<file path="src/design/bcbi_pkg.sv">
package bcbi_pkg;

    // elevation grid in 1/256 degree
    localparam int unsigned STEP_Q8  = 2560;
    localparam int unsigned TOP_Q8   = 23040;
    localparam int unsigned NODES    = 10;
    localparam int unsigned BANDS    = 3;
    // round-to-nearest bias for /2560, and 2^18/5 rounded up for the /5 step
    localparam int unsigned HALF_Q8  = 1280;
    localparam int unsigned RECIP5   = 52429;

    typedef enum logic [1:0] {
        CLS_NONE = 2'd0,
        CLS_IGSO = 2'd1,
        CLS_MEO  = 2'd2
    } t_class;

    typedef enum logic [1:0] {
        BAND_NONE = 2'd0,
        BAND_B1   = 2'd1,
        BAND_B2   = 2'd2,
        BAND_B3   = 2'd3
    } t_band;

    typedef logic signed [14:0] t_bias;

    typedef struct packed {
        t_class cls;
        logic   err;
    } t_meta;

    typedef struct packed {
        t_bias              t0;
        logic signed [12:0] diff;
        logic [11:0]        off;
        t_meta              meta;
    } t_front;

    // node tables in 0.1 mm
    localparam t_bias IGSO_TAB [BANDS][NODES] = '{
        '{-15'sd5500, -15'sd4000, -15'sd3400, -15'sd2300, -15'sd1500,
          -15'sd400,   15'sd900,   15'sd1900,  15'sd2700,  15'sd3500},
        '{-15'sd7100, -15'sd3600, -15'sd3300, -15'sd1900, -15'sd1400,
          -15'sd300,   15'sd800,   15'sd1700,  15'sd2400,  15'sd3300},
        '{-15'sd2700, -15'sd2300, -15'sd2100, -15'sd1500, -15'sd1100,
          -15'sd400,   15'sd500,   15'sd1400,  15'sd1900,  15'sd3200}
    };

    localparam t_bias MEO_TAB [BANDS][NODES] = '{
        '{-15'sd4700, -15'sd3800, -15'sd3200, -15'sd2300, -15'sd1100,
           15'sd600,   15'sd3400,  15'sd6900,  15'sd9700,  15'sd10500},
        '{-15'sd4000, -15'sd3100, -15'sd2600, -15'sd1800, -15'sd600,
           15'sd900,   15'sd2800,  15'sd4800,  15'sd6400,  15'sd6900},
        '{-15'sd2200, -15'sd1500, -15'sd1300, -15'sd1000, -15'sd400,
           15'sd500,   15'sd1400,  15'sd2700,  15'sd3600,  15'sd4700}
    };

    function automatic t_bias node_val(t_class c, t_band b, logic [3:0] k);
        t_bias v;
        v = '0;
        if (b != BAND_NONE && k < 4'(NODES)) begin
            if (c == CLS_IGSO) begin
                v = IGSO_TAB[2'(b - BAND_B1)][k];
            end else if (c == CLS_MEO) begin
                v = MEO_TAB[2'(b - BAND_B1)][k];
            end
        end
        return v;
    endfunction

endpackage

</file>
<file path="src/design/bcbi_seg_sel.sv">
// Class lookup, elevation clamp, segment pick and node fetch.
module bcbi_seg_sel (
    input  logic [5:0]         i_prn,
    input  logic signed [15:0] i_elev,
    input  logic [1:0]         i_band,
    output bcbi_pkg::t_front   o_front
);

    bcbi_pkg::t_class c;
    bcbi_pkg::t_band  b;
    logic [14:0]      e;
    logic [3:0]       seg;
    bcbi_pkg::t_bias  t0;
    bcbi_pkg::t_bias  t1;
    bcbi_pkg::t_bias  dfull;

    always_comb begin
        unique case (i_prn)
            6'd6, 6'd7, 6'd8, 6'd9, 6'd10, 6'd15, 6'd31, 6'd32: c = bcbi_pkg::CLS_IGSO;
            6'd11, 6'd12, 6'd13, 6'd14, 6'd33, 6'd34:            c = bcbi_pkg::CLS_MEO;
            default:                                             c = bcbi_pkg::CLS_NONE;
        endcase
    end

    assign b = bcbi_pkg::t_band'(i_band);

    always_comb begin
        priority if (i_elev < 16'sd0) begin
            e = '0;
        end else if (i_elev > 16'sd23040) begin
            e = 15'(bcbi_pkg::TOP_Q8);
        end else begin
            e = i_elev[14:0];
        end
    end

    // segment = number of interior nodes at or below e, top segment keeps 90 deg
    always_comb begin
        seg = '0;
        for (int k = 1; k <= 8; k++) begin
            if (e >= 15'(k * bcbi_pkg::STEP_Q8)) begin
                seg = seg + 4'd1;
            end
        end
    end

    assign t0    = bcbi_pkg::node_val(c, b, seg);
    assign t1    = bcbi_pkg::node_val(c, b, seg + 4'd1);
    assign dfull = t1 - t0;

    assign o_front.t0       = t0;
    assign o_front.diff     = dfull[12:0];
    assign o_front.off      = 12'(e - 15'(seg) * 15'(bcbi_pkg::STEP_Q8));
    assign o_front.meta.cls = c;
    assign o_front.meta.err = (c != bcbi_pkg::CLS_NONE) && (b == bcbi_pkg::BAND_NONE);

endmodule

</file>
<file path="src/design/bcbi_round.sv">
// Signed product / 2560, nearest with ties away from zero, then add the base node.
// /2560 is done as >>9 followed by /5 through a reciprocal multiply.
module bcbi_round (
    input  logic signed [25:0] i_prod,
    input  bcbi_pkg::t_bias    i_t0,
    input  bcbi_pkg::t_meta    i_meta,
    output bcbi_pkg::t_bias    o_bias
);

    logic        neg;
    logic [25:0] mag;
    logic [25:0] sum;
    logic [31:0] scaled;
    logic [13:0] q;
    bcbi_pkg::t_bias sq;

    assign neg    = i_prod[25];
    assign mag    = neg ? 26'(-i_prod) : 26'(i_prod);
    assign sum    = mag + 26'(bcbi_pkg::HALF_Q8);
    assign scaled = 32'(sum[23:9]) * 32'(bcbi_pkg::RECIP5);
    assign q      = scaled[31:18];
    assign sq     = neg ? -$signed({1'b0, q}) : $signed({1'b0, q});

    assign o_bias = (i_meta.err || i_meta.cls == bcbi_pkg::CLS_NONE) ? '0 : i_t0 + sq;

endmodule

</file>
<file path="src/design/beidou_code_bias_interp.sv">
// BeiDou satellite-induced code bias correction.
//
// Slave stream: one observation per transfer (PRN, elevation in 1/256 deg,
// band in tuser). Master stream: one correction per observation, in order,
// bias in 0.1 mm in tdata, satellite class and band-error flag in tuser.
//
// Pipeline: input register -> product register -> result register.
// An observation passes through the three registers in that order, and its
// result is offered from the result register. One observation is taken
// every cycle while the receiver stays ready, set by the single diff*offset
// multiply stage and the reciprocal-divide stage each holding one item.
//
// Reset (synchronous, active low) clears all stage valids; the input is
// ready right after reset. When the receiver holds tready low the result
// register holds, and the earlier stages keep filling until all three are
// full; only then does o_s_axis_tready drop.
module beidou_code_bias_interp (
    input  logic        i_clk,
    input  logic        i_rst_n,
    // slave side
    input  logic        i_s_axis_tvalid,
    output logic        o_s_axis_tready,
    input  logic [23:0] i_s_axis_tdata,   // [5:0] sat_prn, [21:6] elevation_q8, [23:22] zero
    input  logic [1:0]  i_s_axis_tuser,   // [1:0] band
    // master side
    output logic        o_m_axis_tvalid,
    input  logic        i_m_axis_tready,
    output logic [15:0] o_m_axis_tdata,   // [14:0] bias_tenth_mm, [15] zero
    output logic [2:0]  o_m_axis_tuser    // [1:0] sat_class, [2] band_error
);

    // stage advance enables, from the back
    logic adv_out;
    logic adv_mid;
    logic adv_in;

    // input register
    logic               r_in_valid;
    logic [5:0]         r_in_prn;
    logic signed [15:0] r_in_elev;
    logic [1:0]         r_in_band;

    // product register
    logic               r_mid_valid;
    logic signed [25:0] r_mid_prod;
    bcbi_pkg::t_bias    r_mid_t0;
    bcbi_pkg::t_meta    r_mid_meta;

    // result register
    logic               r_out_valid;
    bcbi_pkg::t_bias    r_out_bias;
    bcbi_pkg::t_meta    r_out_meta;

    bcbi_pkg::t_front   front;
    logic signed [25:0] n_mid_prod;
    bcbi_pkg::t_bias    n_out_bias;

    assign adv_out = !r_out_valid || i_m_axis_tready;
    assign adv_mid = !r_mid_valid || adv_out;
    assign adv_in  = !r_in_valid  || adv_mid;

    assign o_s_axis_tready = adv_in;

    always_ff @(posedge i_clk) begin
        if (!i_rst_n) begin
            r_in_valid  <= 1'b0;
            r_mid_valid <= 1'b0;
            r_out_valid <= 1'b0;
        end else begin
            if (adv_in) begin
                r_in_valid <= i_s_axis_tvalid;
            end
            if (adv_mid) begin
                r_mid_valid <= r_in_valid;
            end
            if (adv_out) begin
                r_out_valid <= r_mid_valid;
            end
        end
    end

    always_ff @(posedge i_clk) begin
        if (adv_in && i_s_axis_tvalid) begin
            r_in_prn  <= i_s_axis_tdata[5:0];
            r_in_elev <= $signed(i_s_axis_tdata[21:6]);
            r_in_band <= i_s_axis_tuser;
        end
        if (adv_mid && r_in_valid) begin
            r_mid_prod <= n_mid_prod;
            r_mid_t0   <= front.t0;
            r_mid_meta <= front.meta;
        end
        if (adv_out && r_mid_valid) begin
            r_out_bias <= n_out_bias;
            r_out_meta <= r_mid_meta;
        end
    end

    bcbi_seg_sel u_seg (
        .i_prn   (r_in_prn),
        .i_elev  (r_in_elev),
        .i_band  (r_in_band),
        .o_front (front)
    );

    // node difference times offset within the segment
    assign n_mid_prod = front.diff * $signed({1'b0, front.off});

    bcbi_round u_round (
        .i_prod (r_mid_prod),
        .i_t0   (r_mid_t0),
        .i_meta (r_mid_meta),
        .o_bias (n_out_bias)
    );

    assign o_m_axis_tvalid = r_out_valid;
    assign o_m_axis_tdata  = {1'b0, r_out_bias};
    assign o_m_axis_tuser  = {r_out_meta.err, r_out_meta.cls};

endmodule

</file>
<file path="config.mk">
export PLATFORM = sky130hd
export DESIGN_NAME = beidou_code_bias_interp
export DESIGN_NICKNAME = d
export VERILOG_FILES = /design/src/design/bcbi_pkg.sv /design/src/design/bcbi_seg_sel.sv /design/src/design/bcbi_round.sv /design/src/design/beidou_code_bias_interp.sv
export SDC_FILE = /design/constraint.sdc
export NUM_CORES = 1
export LEC_CHECK = 0
export BUFFER_PORTS_ARGS = -buffer_cell sky130_fd_sc_hd__buf_2
export CORE_ASPECT_RATIO = 2
export CORE_MARGIN = 4
export CORE_UTILIZATION = 30
export DETAILED_ROUTE_END_ITERATION = 7
export PLACE_DENSITY = 0.4
export SKIP_CTS_REPAIR_TIMING = 1
export SLEW_MARGIN = 40
export SYNTH_ARGS = -nofsm -noshare
export SYNTH_HDL_FRONTEND = slang
export SYNTH_SLANG_ARGS = --single-unit
</file>
<file path="constraint.sdc">
create_clock -name i_clk -period 17.45 [get_ports i_clk]
set_input_delay 1.745 -clock i_clk [delete_from_list [all_inputs] [get_ports i_clk]]
set_output_delay 1.745 -clock i_clk [all_outputs]
set_load 0.005 [all_outputs]
</file>
* After elaboration in Yosys (flattened, before gate mapping)
Memory sizes are Yosys's and may differ from the RTL's. A register that Yosys moved wholly into a read port is not among the register bits. Cells that the tools add are included.
Word-level totals: bits in registers 89, bits in read-only memories 128, bits of input ports 30, output and inout bits 21, logic and storage cells 106, memories kept 1
Memory list:
- (no name shown) | depth 64, width 2, rd ports 1, clocked after memory_dff 1, write ports 0, line bcbi_seg_sel.sv:18 | unique case (i_prn)
Cells by class: add/subtract/negate cells 15, multipliers 3, magnitude comparators 15, equality and inequality tests 2, multiplexer cells 37, bitwise operators 3, reduce and logical (&&, ||, !) cells 17
Operator list (count):
- binary-select mux 150 bit (select 2 bit) | 2
- 2-to-1 mux 150 bit | 4
- binary-select mux 15 bit (select 4 bit) | 4
- 2-to-1 mux 15 bit | 10
- 2-to-1 mux 13 bit | 7
- >= comparator 15 x 14 -> 1 bit, second input constant | 3
- multiplier 15 x 16 -> 31 bit, second input constant | 1
- >= comparator 15 x 13 -> 1 bit, second input constant | 2
- >= comparator 15 bit, second input constant | 2
- adder 4 x 1 -> 4 bit, second input constant | 7
- 2-to-1 mux 4 bit | 7
- multiplier 13 x 13 -> 26 bit | 1
- adder 24 x 11 -> 24 bit, second input constant | 1
- 2-to-1 mux 24 bit | 1
- negation 24 bit | 1
- > comparator 16 bit, second input constant | 1
- < comparator 16 x 1 -> 1 bit, second input constant | 1
- adder 15 bit | 1
- >= comparator 15 x 12 -> 1 bit, second input constant | 1
- negation 13 -> 15 bit | 1
- subtractor 13 bit | 1
- subtractor 12 bit | 1
- >= comparator 5 bit, second input constant | 2
- NOT 4 -> 5 bit | 2
- other kinds (15) | 28

* Logic depth before layout (Yosys ltp)
word-level depth 29, gate-level depth with buffers 74, depth with buffers taken out 68

* By module
From an unflattened synthesis, not the netlist that was laid out.
Second synthesis, totals: cells, all modules 2227, area, all modules 18921.9 sq um
Modules (own cells, without submodules):
- beidou_code_bias_interp | times used 1, cells an instance 813, area each 8881.0 sq um, seq. area each 2642.5 sq um
- bcbi_round | times used 1, cells an instance 693, area each 5698.0 sq um, seq. area each 0.0 sq um
- bcbi_seg_sel | times used 1, cells an instance 721, area each 4342.9 sq um, seq. area each 0.0 sq um

* Worst setup path after synthesis
Ideal clock, no wire load.
path type register to register, start point register r_in_elev[13], end point register r_mid_prod[25], data pin, library setup time 260 ps, arrival time 14433 ps, data required time 17190 ps, slack 2757 ps, cell stages (with the launch flop) 70, buffers on the path 7, clock period less this slack 14693 ps, path through edfxtp_1 > buf_4 > nor4b_1 > nand4b_1 > and3_1 > clkbuf_1 > o31ai_1 > nand2_1 > nand2_1 > ha_1 > clkbuf_1 > xnor2_1 > ha_1 > inv_1 > o21ai_0 > ha_1 > mux2i_1 > nand2_1 > [34 not listed] > buf_6 > nor2_2 > fa_1 > inv_1 > fa_1 > inv_1 > fa_1 > fa_1 > inv_1 > fa_1 > inv_1 > ha_1 > nor3_1 > a2111oi_0 > or3_1 > a31o_2 > a21oi_1 > xnor2_1
On the way: longest elaborated chain between the ends 29, elaborated cells between the ends (all ways) 56, those cells by class 10 x add/sub; 2 x mul; 12 x order compare; 28 x mux; 2 x bitwise; 2 x reduce/logical
RTL lines:
- start, declared | line beidou_code_bias_interp.sv:40 | logic signed [15:0] r_in_elev;
- start signal, assigned | line beidou_code_bias_interp.sv:85 | r_in_elev <= $signed(i_s_axis_tdata[21:6]);
- > comparator 16 bit | line bcbi_seg_sel.sv:30 | end else if (i_elev > 16'sd23040) begin
- 2-to-1 mux 15 bit | line bcbi_seg_sel.sv:30
- 2-to-1 mux 15 bit * | line bcbi_seg_sel.sv:28 | priority if (i_elev < 16'sd0) begin
- >= comparator 15 x 12 -> 1 bit | line bcbi_seg_sel.sv:41 | if (e >= 15'(k * bcbi_pkg::STEP_Q8)) begin
- 2-to-1 mux 1 bit | line bcbi_seg_sel.sv:41
- adder 1 x 1 -> 2 bit | line bcbi_seg_sel.sv:42 | seg = seg + 4'd1;
- 2-to-1 mux 4 bit | line bcbi_seg_sel.sv:41
- adder 4 x 1 -> 4 bit | line bcbi_seg_sel.sv:42
- [13 not listed]
- binary-select mux 15 bit (select 4 bit) | line bcbi_pkg.sv:65 | v = MEO_TAB[2'(b - BAND_B1)][k];
- 2-to-1 mux 13 bit (not written as such) (2 in series) | line bcbi_pkg.sv:65
- 2-to-1 mux 13 bit | line bcbi_pkg.sv:64 | end else if (c == CLS_MEO) begin
- 2-to-1 mux 13 bit | line bcbi_pkg.sv:62 | if (c == CLS_IGSO) begin
- 2-to-1 mux 13 bit | line bcbi_pkg.sv:61 | if (b != BAND_NONE && k < 4'(NODES)) begin
- subtractor 13 bit | line bcbi_seg_sel.sv:49 | assign dfull = t1 - t0;
- multiplier 13 x 13 -> 26 bit * | line beidou_code_bias_interp.sv:107 | assign n_mid_prod = front.diff * $signed({1'b0, front.off});
- named net n_mid_prod[25] | line beidou_code_bias_interp.sv:55 | logic signed [25:0] n_mid_prod;
- end signal, assigned | line beidou_code_bias_interp.sv:89 | r_mid_prod <= n_mid_prod;
- end, declared | line beidou_code_bias_interp.sv:45 | logic signed [25:0] r_mid_prod;
Mark *: on every way through the listed nets, which the timed path passes. The rest lies on a longest branch. The select of a mux whose other input is x is not followed. A chain may end at the register's enable or synchronous reset.

* Final worst setup path
start point register r_in_elev[10], end point register r_mid_prod[25], data pin
Same word-level chain as after synthesis.

==> run metrics <==
status complete, no violations; number of diodes 0; gr ovfl total 0; wire per inst approximately 19 um; area of the core approximately 56,000 um2; post-synth top area cell fa_1; syn_area_per_cell 8.453 um2; Routed Antenna Nets 0; Setup CP Type reg2reg; Seq/Total Area, Yosys between 10% and 20%; DR pass1 iterations 5; Buf/Inv on CP 9; Mapped Area between 15,000 and 20,000 um2; Critical Path Start r_in_elev[10]$_DFFE_PP_; Hold Crit Class reg2reg; MaxCap Viol Count 0; htree depth 3; Worst EP arrival 16,210 ps; I/O Pins around 50; die width ~180 um; post-route DRC violation count 0; fmax slightly above 60 MHz; period utilization roughly 90%; area growth from synthesis to layout 8.895%; clock buffer depth 2; Die Area a little over 60,000 um2; EDFF count, synth between 80 and 90; final setup vio count 0; CP peak stage delay about 720 ps; fin. max-slew vios 0; Clock Skew approximately 13 ps; setup TNS 0 ps; Clock Latency Late Sink between 300 and 400 ps; min-delay src r_mid_meta[0]$_DFFE_PP_; Final Hold Viols 0; flop2flop setup slack 1360 ps; max_slew headroom ~43%; die height roughly 340 um; worst reg2reg path startpoint r_in_elev[10]$_DFFE_PP_; post-synth top area share a little over a fifth; drt via density 4.999; Root Buffer clkbuf_16; CP delay by family, top adder cells; GP Congestion ~0.9; critical path startpoint category flip-flop; vias in the first global route 14,900; clock slew at reported path FFs around 80 ps; commonest cells in the netlist inv_1 (326), ha_1 (208), nand2_1 (193); Cell variety after synth between 80 and 90; Synth area leaders fa_1 (22%), ha_1 (15%), edfxtp_1 (14%); post-layout min period 16,090 ps; Initial Util 30.20%; antenna violations before repair 0; most frequent CP cell ha_1; Site Rows around 120; initial drt markers 670; count leader, synth inv_1; clk sink count between 80 and 90; Worst path slowest cell fa_1; post-detail-place hpwl between 40,000 and 50,000 um; cts bufs inserted 9; PortBufs 47; ys async rst share 0%; dominant synthesized flop cell edfxtp_1; layout cells sized above 1 under 10%; pin count of the biggest net entering global routing 41; Worst setup EP type flip-flop; register bit count reported by yosys 86; Critical Path Fanout Max 17; fin nets 2,444; critical path depth 66; Critical Path End r_mid_prod[25]$_DFFE_PP_; CTS tree done; Worst R2R End r_mid_prod[25]$_DFFE_PP_; depth of the worst register-to-register path 66; first-pass GRT wire length ~83,000 um; WP data required 17,570 ps; Total GRT Usage roughly 18%; unrepaired setup endpoints after global routing false; Mapped Cells around 2,000; worst slew pin tran about 850 ps; Final Routed Wirelength between 50,000 and 60,000 um; Ys Warns 0; via count 13,880
-- cell type report --
cell class                      count  area, um2
Clock buffer                        9      225.2
Clock inverter                      7      70.07
Fill cell                        5940      37700
Inverter                          329       1239
Multi-Input combinational cell   1504      12890
Sequential cell                    86       2532
Tap cell                          750      938.4
Timing Repair Buffer               91      578.1
-- sequential cells by signal (all words and copies together), names as in the netlist, 2 cells and up --
register        flops
r_mid_prod         23
r_in_elev          16
r_out_bias         15
r_mid_t0           13
r_in_prn            6
o_m_axis_tuser      3
r_mid_meta          3
r_in_band           2
u_seg.c             2
-- cell families after synthesis --
group	count (synthesis)	share of synthesized area (%)
XOR/XNOR	125	7.036
other	1	0.02210
AND/OR/NAND/NOR	548	14.51
AO/OA/AOI/OAI	424	16.09
adder cells (fa/ha/maj)	395	37.29
buffers and inverters	418	9.514
flip-flops	86	14.93
multiplexers	10	0.6121
-- metal layers --
layer  global-route usage (%)  vias to the layer above  wire [um]
met5                        0                        -          0
met4                    9.203                        0       3010
met3                    1.206                      125       1140
met2                    37.08                      285      31210
met1                    16.11                     6759      16900
li1                         -                     6708          -
-- placed cells by master, fill, tap and decap left out, drive strengths merged, types with 28 or more instances in the layout --
cell type  synthesis  layout
a21oi            127     127
nand3             28      28
nand2            193     193
nor2             198     198
fa               185     185
buf               22      91
inv              328     334
nor3              28      28
edfxtp            81      81
o21ai             96      96
ha               208     208
xnor2             87      87
xor2              35      35
-- how the worst min path moves through the flow --
stage	slack (ps)	endpoint	cells after the start
after floorplan	420	o_m_axis_tuser[2]$_DFFE_PP_	0
after global placement	440	o_m_axis_tuser[0]$_DFFE_PP_	0
after detailed placement	440	o_m_axis_tuser[2]$_DFFE_PP_	0
after CTS	450	o_m_axis_tuser[2]$_DFFE_PP_	0
after global routing	470	o_m_axis_tuser[2]$_DFFE_PP_	0
final	440	o_m_axis_tuser[2]$_DFFE_PP_	0
-- per-stage QoR --
| stage | setup slack [ps] | instances | cell area [um2] | hold WS, ps | utilization, % |
|---|---|---|---|---|---|
| 2_1_floorplan | 2757 | 2008 | 16970 | 420.2 | - |
| 3_3_place_gp | 653.3 | 2758 | 18100 | 437.1 | 32.23 |
| 3_5_place_dp | 1022 | 2758 | 18150 | 437.4 | 32.31 |
| 4_1_cts | 973.4 | 2774 | 18450 | 451.1 | 32.84 |
| 5_1_grt | 42.75 | 2776 | 18470 | 466.3 | 32.89 |
| 6_report | 1357 | 2776 | 18470 | 442.2 | 32.89 |
Power is not shown: default switching activity piles up to over one toggle a cycle in this logic, so the estimate is an artifact.
